--- src/rtl/todc_pkg.sv ---
// ----------------------------------------------------------------------------
// todc_pkg
// types and calendar helpers for the time-of-day continuity core
// ----------------------------------------------------------------------------
`default_nettype none

package todc_pkg;

   localparam logic [6:0]  SECONDS_PER_MINUTE = 7'd60;
   localparam logic [6:0]  MINUTES_PER_HOUR   = 7'd60;
   localparam logic [5:0]  HOURS_PER_DAY      = 6'd24;
   localparam logic [3:0]  MONTH_FEB          = 4'd2;
   localparam logic [3:0]  MONTH_APR          = 4'd4;
   localparam logic [3:0]  MONTH_JUN          = 4'd6;
   localparam logic [3:0]  MONTH_SEP          = 4'd9;
   localparam logic [3:0]  MONTH_NOV          = 4'd11;
   localparam logic [3:0]  MONTH_DEC          = 4'd12;
   localparam logic [3:0]  MONTH_JAN          = 4'd1;
   localparam logic [4:0]  FIRST_DAY          = 5'd1;

   // inverse of 25 modulo 4096; y is a multiple of 25 iff y*inv mod 4096 <= 4095/25
   localparam logic [11:0] INV_25_MOD_4096    = 12'd3113;
   localparam logic [11:0] MULT_25_LIMIT      = 12'd163;

   typedef struct packed {
      logic [11:0] in_year;
      logic [3:0]  in_month;
      logic [4:0]  in_day;
      logic [4:0]  in_hour;
      logic [5:0]  in_minute;
      logic [5:0]  in_second;
      logic [31:0] in_total_seconds;
      logic        in_valid;
   } todc_req_type;

   typedef struct packed {
      logic        status_valid;
      logic        aligned_updated;
      logic [11:0] next_year;
      logic [3:0]  next_month;
      logic [4:0]  next_day;
      logic [4:0]  next_hour;
      logic [5:0]  next_minute;
      logic [5:0]  next_second;
      logic [31:0] next_total_seconds;
   } todc_rsp_type;

   typedef struct packed {
      logic [11:0] year;
      logic [3:0]  month;
      logic [4:0]  day;
      logic [4:0]  hour;
      logic [5:0]  minute;
      logic [5:0]  second;
      logic [31:0] total;
   } todc_time_type;

   // gregorian rule: div by 4, and not by 100 unless by 400
   function automatic logic is_leap_year(input logic [11:0] year);
      logic [11:0] scaled;
      logic        div4;
      logic        div16;
      logic        div25;
      scaled = 12'(year * INV_25_MOD_4096);
      div4   = (year[1:0] == 2'd0);
      div16  = (year[3:0] == 4'd0);
      div25  = (scaled <= MULT_25_LIMIT);
      return div4 && (!div25 || div16);
   endfunction

   // month length; months outside 1..12 count as 31 days
   function automatic logic [4:0] month_days(input logic [11:0] year,
                                             input logic [3:0]  month);
      logic [4:0] len;
      unique case (month)
         MONTH_FEB: len = is_leap_year(year) ? 5'd29 : 5'd28;
         MONTH_APR, MONTH_JUN, MONTH_SEP, MONTH_NOV: len = 5'd30;
         default: len = 5'd31;
      endcase
      return len;
   endfunction

   // advance by one second with carries up to the year
   function automatic todc_time_type advance_second(input todc_time_type t);
      todc_time_type r;
      logic [6:0]    sec_inc;
      logic [6:0]    min_inc;
      logic [5:0]    hour_inc;
      r        = t;
      r.total  = t.total + 32'd1;
      sec_inc  = {1'b0, t.second} + 7'd1;
      min_inc  = {1'b0, t.minute} + 7'd1;
      hour_inc = {1'b0, t.hour} + 6'd1;
      if (sec_inc < SECONDS_PER_MINUTE) begin
         r.second = sec_inc[5:0];
      end else begin
         r.second = 6'd0;
         if (min_inc < MINUTES_PER_HOUR) begin
            r.minute = min_inc[5:0];
         end else begin
            r.minute = 6'd0;
            if (hour_inc < HOURS_PER_DAY) begin
               r.hour = hour_inc[4:0];
            end else begin
               r.hour = 5'd0;
               if (t.day < month_days(t.year, t.month)) begin
                  r.day = t.day + 5'd1;
               end else begin
                  r.day = FIRST_DAY;
                  if (t.month < MONTH_DEC) begin
                     r.month = t.month + 4'd1;
                  end else begin
                     r.month = MONTH_JAN;
                     r.year  = t.year + 12'd1;
                  end
               end
            end
         end
      end
      return r;
   endfunction

endpackage

`default_nettype wire

--- src/rtl/tod_continuity_and_next_second_core.sv ---
// ----------------------------------------------------------------------------
// tod_continuity_and_next_second_core
// checks the running seconds count of each time-of-day report against the
// previous one and, once a baseline exists, returns the report advanced by one second
// ----------------------------------------------------------------------------
//
//  channel | ports                          | direction | moves
//  --------+--------------------------------+-----------+--------------------------
//  request | req_valid, req_stall, req_data | in        | one decoded report item
//  result  | rsp_valid, rsp_stall, rsp_data | out       | status and advanced time
//
//  one item per cycle sustained while rsp_stall stays low; an accepted item's
//  result is registered into the result register, or into the skid register
//  if the previous result still waits; this two-entry output lets an item be
//  accepted while the previous result still waits; req_stall rises only
//  when both entries are full or during reset, and is skid_valid_ff ORed with
//  reset; synchronous active-high reset clears the baseline, the held aligned
//  time and both output entries; req_stall is held high during reset
//
`default_nettype none

module tod_continuity_and_next_second_core (
   input  wire logic                  clock,
   input  wire logic                  reset,
   input  wire logic                  req_valid,
   output logic                       req_stall,
   input  wire todc_pkg::todc_req_type req_data,
   output logic                       rsp_valid,
   input  wire logic                  rsp_stall,
   output todc_pkg::todc_rsp_type     rsp_data
);

   import todc_pkg::*;

   // handshake
   logic          accept;
   logic          out_take;

   // baseline state
   logic          baseline_seen_ff;
   logic          baseline_seen_in;
   logic [31:0]   baseline_total_ff;
   logic [31:0]   baseline_total_in;
   todc_time_type held_ff;
   todc_time_type held_in;

   // output entries
   logic          rsp_valid_ff;
   logic          rsp_valid_in;
   todc_rsp_type  rsp_ff;
   todc_rsp_type  rsp_in;
   logic          skid_valid_ff;
   logic          skid_valid_in;
   todc_rsp_type  skid_ff;
   todc_rsp_type  skid_in;

   // datapath
   todc_time_type cur_time;
   todc_time_type advanced;
   todc_time_type held_time;
   logic          continuity_ok;
   todc_rsp_type  result;

   assign req_stall = skid_valid_ff || reset;
   assign accept    = req_valid && !req_stall;
   assign out_take  = rsp_valid_ff && !rsp_stall;

   assign rsp_valid = rsp_valid_ff;
   assign rsp_data  = rsp_ff;

   // report advance and continuity check
   always_comb begin
      cur_time.year   = req_data.in_year;
      cur_time.month  = req_data.in_month;
      cur_time.day    = req_data.in_day;
      cur_time.hour   = req_data.in_hour;
      cur_time.minute = req_data.in_minute;
      cur_time.second = req_data.in_second;
      cur_time.total  = req_data.in_total_seconds;

      advanced      = advance_second(cur_time);
      continuity_ok = (req_data.in_total_seconds == baseline_total_ff + 32'd1);

      // the first report after reset only sets the baseline
      held_time = baseline_seen_ff ? advanced : held_ff;

      result.status_valid       = req_data.in_valid && (!baseline_seen_ff || continuity_ok);
      result.aligned_updated    = baseline_seen_ff;
      result.next_year          = held_time.year;
      result.next_month         = held_time.month;
      result.next_day           = held_time.day;
      result.next_hour          = held_time.hour;
      result.next_minute        = held_time.minute;
      result.next_second        = held_time.second;
      result.next_total_seconds = held_time.total;
   end

   // next state for baseline and the two output entries
   always_comb begin
      baseline_seen_in  = baseline_seen_ff;
      baseline_total_in = baseline_total_ff;
      held_in           = held_ff;
      rsp_valid_in      = rsp_valid_ff;
      rsp_in            = rsp_ff;
      skid_valid_in     = skid_valid_ff;
      skid_in           = skid_ff;

      if (accept) begin
         baseline_seen_in  = 1'b1;
         baseline_total_in = req_data.in_total_seconds;
         held_in           = held_time;
         // skid is empty whenever an item is accepted
         if (!rsp_valid_ff || out_take) begin
            rsp_in       = result;
            rsp_valid_in = 1'b1;
         end else begin
            skid_in       = result;
            skid_valid_in = 1'b1;
         end
      end else if (out_take) begin
         if (skid_valid_ff) begin
            rsp_in        = skid_ff;
            skid_valid_in = 1'b0;
         end else begin
            rsp_valid_in = 1'b0;
         end
      end
   end

   // control and state registers
   always_ff @(posedge clock) begin
      if (reset) begin
         baseline_seen_ff  <= 1'b0;
         baseline_total_ff <= 32'd0;
         held_ff           <= '0;
         rsp_valid_ff      <= 1'b0;
         skid_valid_ff     <= 1'b0;
      end else begin
         baseline_seen_ff  <= baseline_seen_in;
         baseline_total_ff <= baseline_total_in;
         held_ff           <= held_in;
         rsp_valid_ff      <= rsp_valid_in;
         skid_valid_ff     <= skid_valid_in;
      end
   end

   // payload registers
   always_ff @(posedge clock) begin
      rsp_ff  <= rsp_in;
      skid_ff <= skid_in;
   end

   // skid entry only fills behind a waiting result
   a_skid_behind_rsp : assert property (@(posedge clock) disable iff (reset)
      skid_valid_ff |-> rsp_valid_ff)
      else $error("skid entry valid without a result entry");

   // an accepted item always lands in an output entry
   a_accept_lands : assert property (@(posedge clock) disable iff (reset)
      accept |=> rsp_valid_ff)
      else $error("accepted item produced no result entry");

   // an updated aligned time needs a baseline
   a_updated_after_baseline : assert property (@(posedge clock) disable iff (reset)
      (rsp_valid_ff && rsp_ff.aligned_updated) |-> baseline_seen_ff)
      else $error("aligned time updated before any baseline report");

endmodule

`default_nettype wire
--- config.mk ---
export PLATFORM = sky130hd
export DESIGN_NAME = tod_continuity_and_next_second_core
export DESIGN_NICKNAME = d
export VERILOG_FILES = /design/src/rtl/todc_pkg.sv /design/src/rtl/tod_continuity_and_next_second_core.sv
export SDC_FILE = /design/constraint.sdc
export NUM_CORES = 1
export LEC_CHECK = 0
export ABC_CLOCK_PERIOD_IN_PS = 8200
export BUFFER_PORTS_ARGS = -buffer_cell sky130_fd_sc_hd__buf_2
export CORE_MARGIN = 1
export CORE_UTILIZATION = 40
export CTS_CLUSTER_DIAMETER = 40
export CTS_CLUSTER_SIZE = 10
export DETAILED_ROUTE_END_ITERATION = 16
export PLACE_DENSITY = 0.67
export SLEW_MARGIN = 20
export SYNTH_ARGS = -nofsm -noshare
export SYNTH_HDL_FRONTEND = slang
export SYNTH_SLANG_ARGS = --single-unit
--- constraint.sdc ---
create_clock -name clock -period 8.2 [get_ports clock]
set_clock_uncertainty 0.2 [all_clocks]
set_input_delay 1.23 -clock clock [delete_from_list [all_inputs] [get_ports clock]]
set_output_delay 1.23 -clock clock [all_outputs]
set_load 0.02 [all_outputs]
# == Word-level counts from Yosys, hierarchy flattened ==
# Cells that the tools add are included.
# W data, S select, Z words.
# word_totals
ff_bits,249
in_bits,75
word_cells,103
out_inout_bits,74
# classes
muxes,27
magnitude_cmp,6
multipliers,1
eq_ne,9
n_addsub,8
bitwise_logic,1
n_reduce_logical,22
# op_table
cell,count
$mux W72,4
$mux W70,1
$add A32 B1 Y32 const B,2
$eq A32 B32 Y1,1
$mux W32,1
$mux W26,1
$mux W5,5
$mux W21,1
$mux W16,1
$add A6 B1 Y7 const B,2
$lt A7 B6 Y1 const B,2
$add A12 B1 Y12 const B,1
$le A12 B8 Y1 const B,1
$mul A12 B11 Y12 const B,1
$mux W12,1
$mux W6,2
$eq A4 B3 Y1 const B,2
$eq A4 B4 Y1 const B,2
$mux W1,8
$add A5 B1 Y6 const B,1
$lt A6 B5 Y1 const B,1
$reduce_and A3 Y1,2
$add A5 B1 Y5 const B,1
$logic_not A1 Y1,5
16 further kinds,25

# == Logic depth before layout (Yosys ltp) ==
# depth
depth_word,18
mapped_depth,14

# == Worst setup path after synthesis ==
# Ideal clock, no wire load.
# synth_timing
path_type,input port to flip-flop
from,in reset
to,"reg rsp_ff (netlist bit rsp_data[0]), enable pin"
slack_ps,2019
arrival_time_ps,5455
path_buffers,3
cell_stages,6
setup_ps,526
cell_sequence,clkbuf_1 > nor2_1 > buf_6 > clkbuf_8 > a21oi_1 > a21oi_1
# synth_between
elab_chain_cells,5
# synth_rtl
element,line_no,text
from (decl),tod_continuity_and_next_second_core.sv:24,"input wire logic reset,"
$logic_or A1 B1 Y1 (*),tod_continuity_and_next_second_core.sv:64,assign req_stall = skid_valid_ff || reset;
$logic_not A1 Y1 (*),tod_continuity_and_next_second_core.sv:65,assign accept = req_valid && !req_stall;
$logic_and A1 B1 Y1 (*),tod_continuity_and_next_second_core.sv:65,
$ne A2 B1 Y1 (no line) or $reduce_bool A2 Y1 (tied branches),n/a,
$reduce_and A3 Y1 (no line) (*),n/a,
to (signal assigned),tod_continuity_and_next_second_core.sv:149,rsp_ff <= rsp_in;
to (decl),tod_continuity_and_next_second_core.sv:50,todc_rsp_type rsp_ff;
# Every way passes the cells marked *; elsewhere a longest branch is shown, timed or not.
# A chain may end at the register's enable or synchronous reset.

==> metrics.md <==
| Metric | Value |
|---|---|
| Fin Setup TNS | `0 ns` |
| Syn_area_per_cell | `between 9 and 10 um^2` |
| Syn Inst Count | `around 1,400` |
| FF+latch count, synth | `between 200 and 250` |
| Worst skew pair latency | `between 0.5 and 0.6 ns` |
| LEAKAGE | `between 6 and 7 nW` |
| FMAX | `0.2104 GHz` |
| Clock Path Buffers | `3` |
| Final Hold Fails | `0` |
| Fin crit period | `between 4 and 5 ns` |
| Setup CP Type | `input port to flip-flop` |
| Core box area | `about 32,000 um^2` |
| RSZ-0062 raised after global routing | `false` |
| Setup Viol. Count Final | `0` |
| NumNets Final | `1,644` |
| Crit share post-route | `~58%` |
| Largest net degree at the start of global routing | `81` |
| Die height | `~180 um` |
| Area delta synth->final | `19.03%` |
| Layout cells sized above 1 | `about 18%` |
| Largest area contributor in the netlist | `edfxtp_1` |
| Final max-slew violation count | `0` |
| # DRC | `0` |
| Initial antenna violation count | `1` |
| Synth cell count leaders | `238 x nand2_1, 144 x edfxtp_1, 129 x nor2_1, 126 x a21oi_1, 105 x dfxtp_1` |
| Routed wire per std cell | `around 17 um` |
| Port Buffer Count | `between 100 and 150` |
| Pwr/cell area | `about 240 nW/um^2` |
| Overall routing resource usage | `between 20% and 30%` |
| Root Driver | `clkbuf_16` |
| VDD IR max | `0.1108 mV` |
| Most frequent cell after synthesis | `nand2_1` |
| HP Class | `flip-flop to flip-flop` |
| Top-area cell type share of the netlist area | `32.99%` |
| Syn_nets | `approximately 1,500` |
| CP endpoint kind | `flip-flop` |
| Total CTS buffers | `42` |
| Status | `complete, no violations` |
| GPL Wtd Cong | `slightly below 0.9` |
| Routed Antenna Nets | `0` |
| Total die area | `~33,000 um^2` |
| Reg clk slew, reported paths | `0.05 ns` |
| # hold bufs at CTS | `0` |
| Post_cts resized | `0` |
| Aggregate routed wire length | `between 30,000 and 40,000 um` |
| Hold Crit Depth | `2` |
| Total chip power | `between 3 and 4 mW` |
| Max transition margin | `a little under two fifths` |
| Max-cap violations | `0` |
| Antenna cells | `0` |
| Clock sink count | `between 200 and 250` |
| Io pins | `149` |
| DIE WIDTH | `around 180 um` |
| Global-route wire length before repair | `55,010 um` |
| Setup slack after layout | `between 3 and 4 ns` |
| Post-synth EDFFs | `between 100 and 150` |
| Post-synth ARST share | `0%` |
| H-tree levels | `2` |
| Post-synthesis sequential area ratio | `about half` |
| Initial DRC Count | `741` |
| Setup bufs post-CTS | `0` |
| Pre-CTS setup slack | `roughly 2.9 ns` |
| Synth top area cells | `edfxtp_1 33%, dfxtp_1 16%, nand2_1 6.8%` |
| CTS tree | `done` |
| Most used DFF post-synth | `edfxtp_1` |
| Critical path required time | `between 8 and 9 ns` |
| Via density | `5.415` |
| Placed Instances | `roughly 1,900` |
| Hpwl dp | `~23,000 um` |
| CP arrival | `4.81 ns` |
| Vias in the first global route | `between 10,000 and 15,000` |
| Worst Reg-to-Reg Cells | `8` |
| Filler cell count | `between 3,000 and 4,000` |
| Initial Util | `around 40%` |
| DR vias | `10,800` |
| Synth Cell Area | `roughly 13,000 um^2` |
| Post-route non-filler standard cell count | `1,994` |
| Distinct cells, synth | `77` |
| Worst-margin pin slew | `around 0.94 ns` |
| Placement Rows | `65` |
| Startpoint Class | `input port` |
| Syn. warnings | `0` |
| Grt ovf | `0` |
| Max Fanout on Critical Path | `7` |
| TritonRoute pass-1 iters | `5` |
-- where the power goes --
group / switching [mW] / total [mW] / internal [mW]
registers: 0.0372 / 1.43 / 1.39
logic: 0.290 / 0.456 / 0.166
clock network: 0.621 / 1.79 / 1.17
total: 0.948 / 3.67 / 2.72
-- worst max-delay path, cell delays in order --
cell and delay [ns]:
buf_2 0.15, ha_1 0.30, fa_1 0.47, ha_1 0.35, fa_1 0.50, a211oi_1 0.29, o21bai_1 0.11, a21oi_1 0.18
xnor2_1 0.12, a31oi_1 0.38, o21ai_0 0.21, a31o_2 0.28, mux2_2 0.25
-- registers in the layout, summed over array words and instances (netlist names) --
| signal | count |
|---|---|
| baseline_seen_ff | 1 |
| baseline_total_ff | 32 |
| held_ff | 70 |
| rsp_data | 72 |
| rsp_valid | 1 |
| skid_ff | 72 |
| skid_valid_ff | 1 |
-- layer usage --
metal	GRT usage, %	routed length, um	up-vias
li1	-	-	5282
met5	0	13	-
met4	6.167	780	2
met2	34.48	16220	337
met1	27.26	15340	5117
met3	3.118	1969	60
-- worst paths after layout --
path	endpoint	slack, ns	from
worst min register to register	held_ff[42]	0.25	held_ff[42]
worst max-delay path	rsp_data[54]	3.45	req_data[62]
worst max register to register	rsp_data[71]	4.65	baseline_total_ff[7]
worst min-delay path	held_ff[42]	0.25	held_ff[42]
-- metrics by stage --
step	util, %	area, um^2	hold WS, ns
6_report	48.94	15600	0.2493
3_3_place_gp	44.43	14160	0.2380
3_5_place_dp	44.43	14160	0.2473
2_1_floorplan	-	13110	0.2064
4_1_cts	48.92	15600	0.2545
5_1_grt	48.94	15600	0.2690
-- logic make-up (layout without fill, tap and decap cells) --
logic type / after synthesis / count (layout) / share of synthesized area (%)
mux: 38 / 38 / 3.207
fa+ha+maj: 43 / 43 / 4.429
compound gates: 288 / 288 / 13.14
buf+inv: 118 / 271 / 3.742
flops: 249 / 249 / 49.03
simple gates: 585 / 585 / 20.77
xor+xnor: 85 / 85 / 5.680
-- final cells by class --
cell class                 count  area (um^2)  share of cell area, %
clock inverter                25        315.3                  2.021
sequential                   249         6430                  41.21
clock buffer                  51         1116                  7.153
multi-input combinational   1039         6231                  39.94
inverter                      34        127.6                 0.8180
timing repair buffer         161        838.3                  5.373
tap                          435        544.3                  3.488
-- placed cells by master (no fill, tap or decap), types with 15 or more instances in the layout --
cell       synthesis  layout
a211oi_1          16      16
a21oi_1          126     125
and3_1            16      15
buf_2              3     148
clkbuf_16          0      43
dfxtp_1          105     104
edfxtp_1         144     144
ha_1              36      36
inv_1             33      33
mux2_2            32      32
nand2_1          238     238
nand3_1           68      68
nand4_1           26      26
nor2_1           129     127
nor3_1            23      23
o21ai_0           65      65
xnor2_1           42      42
xor2_1            43      43
Note: power is estimated with default switching activity, not from simulation.
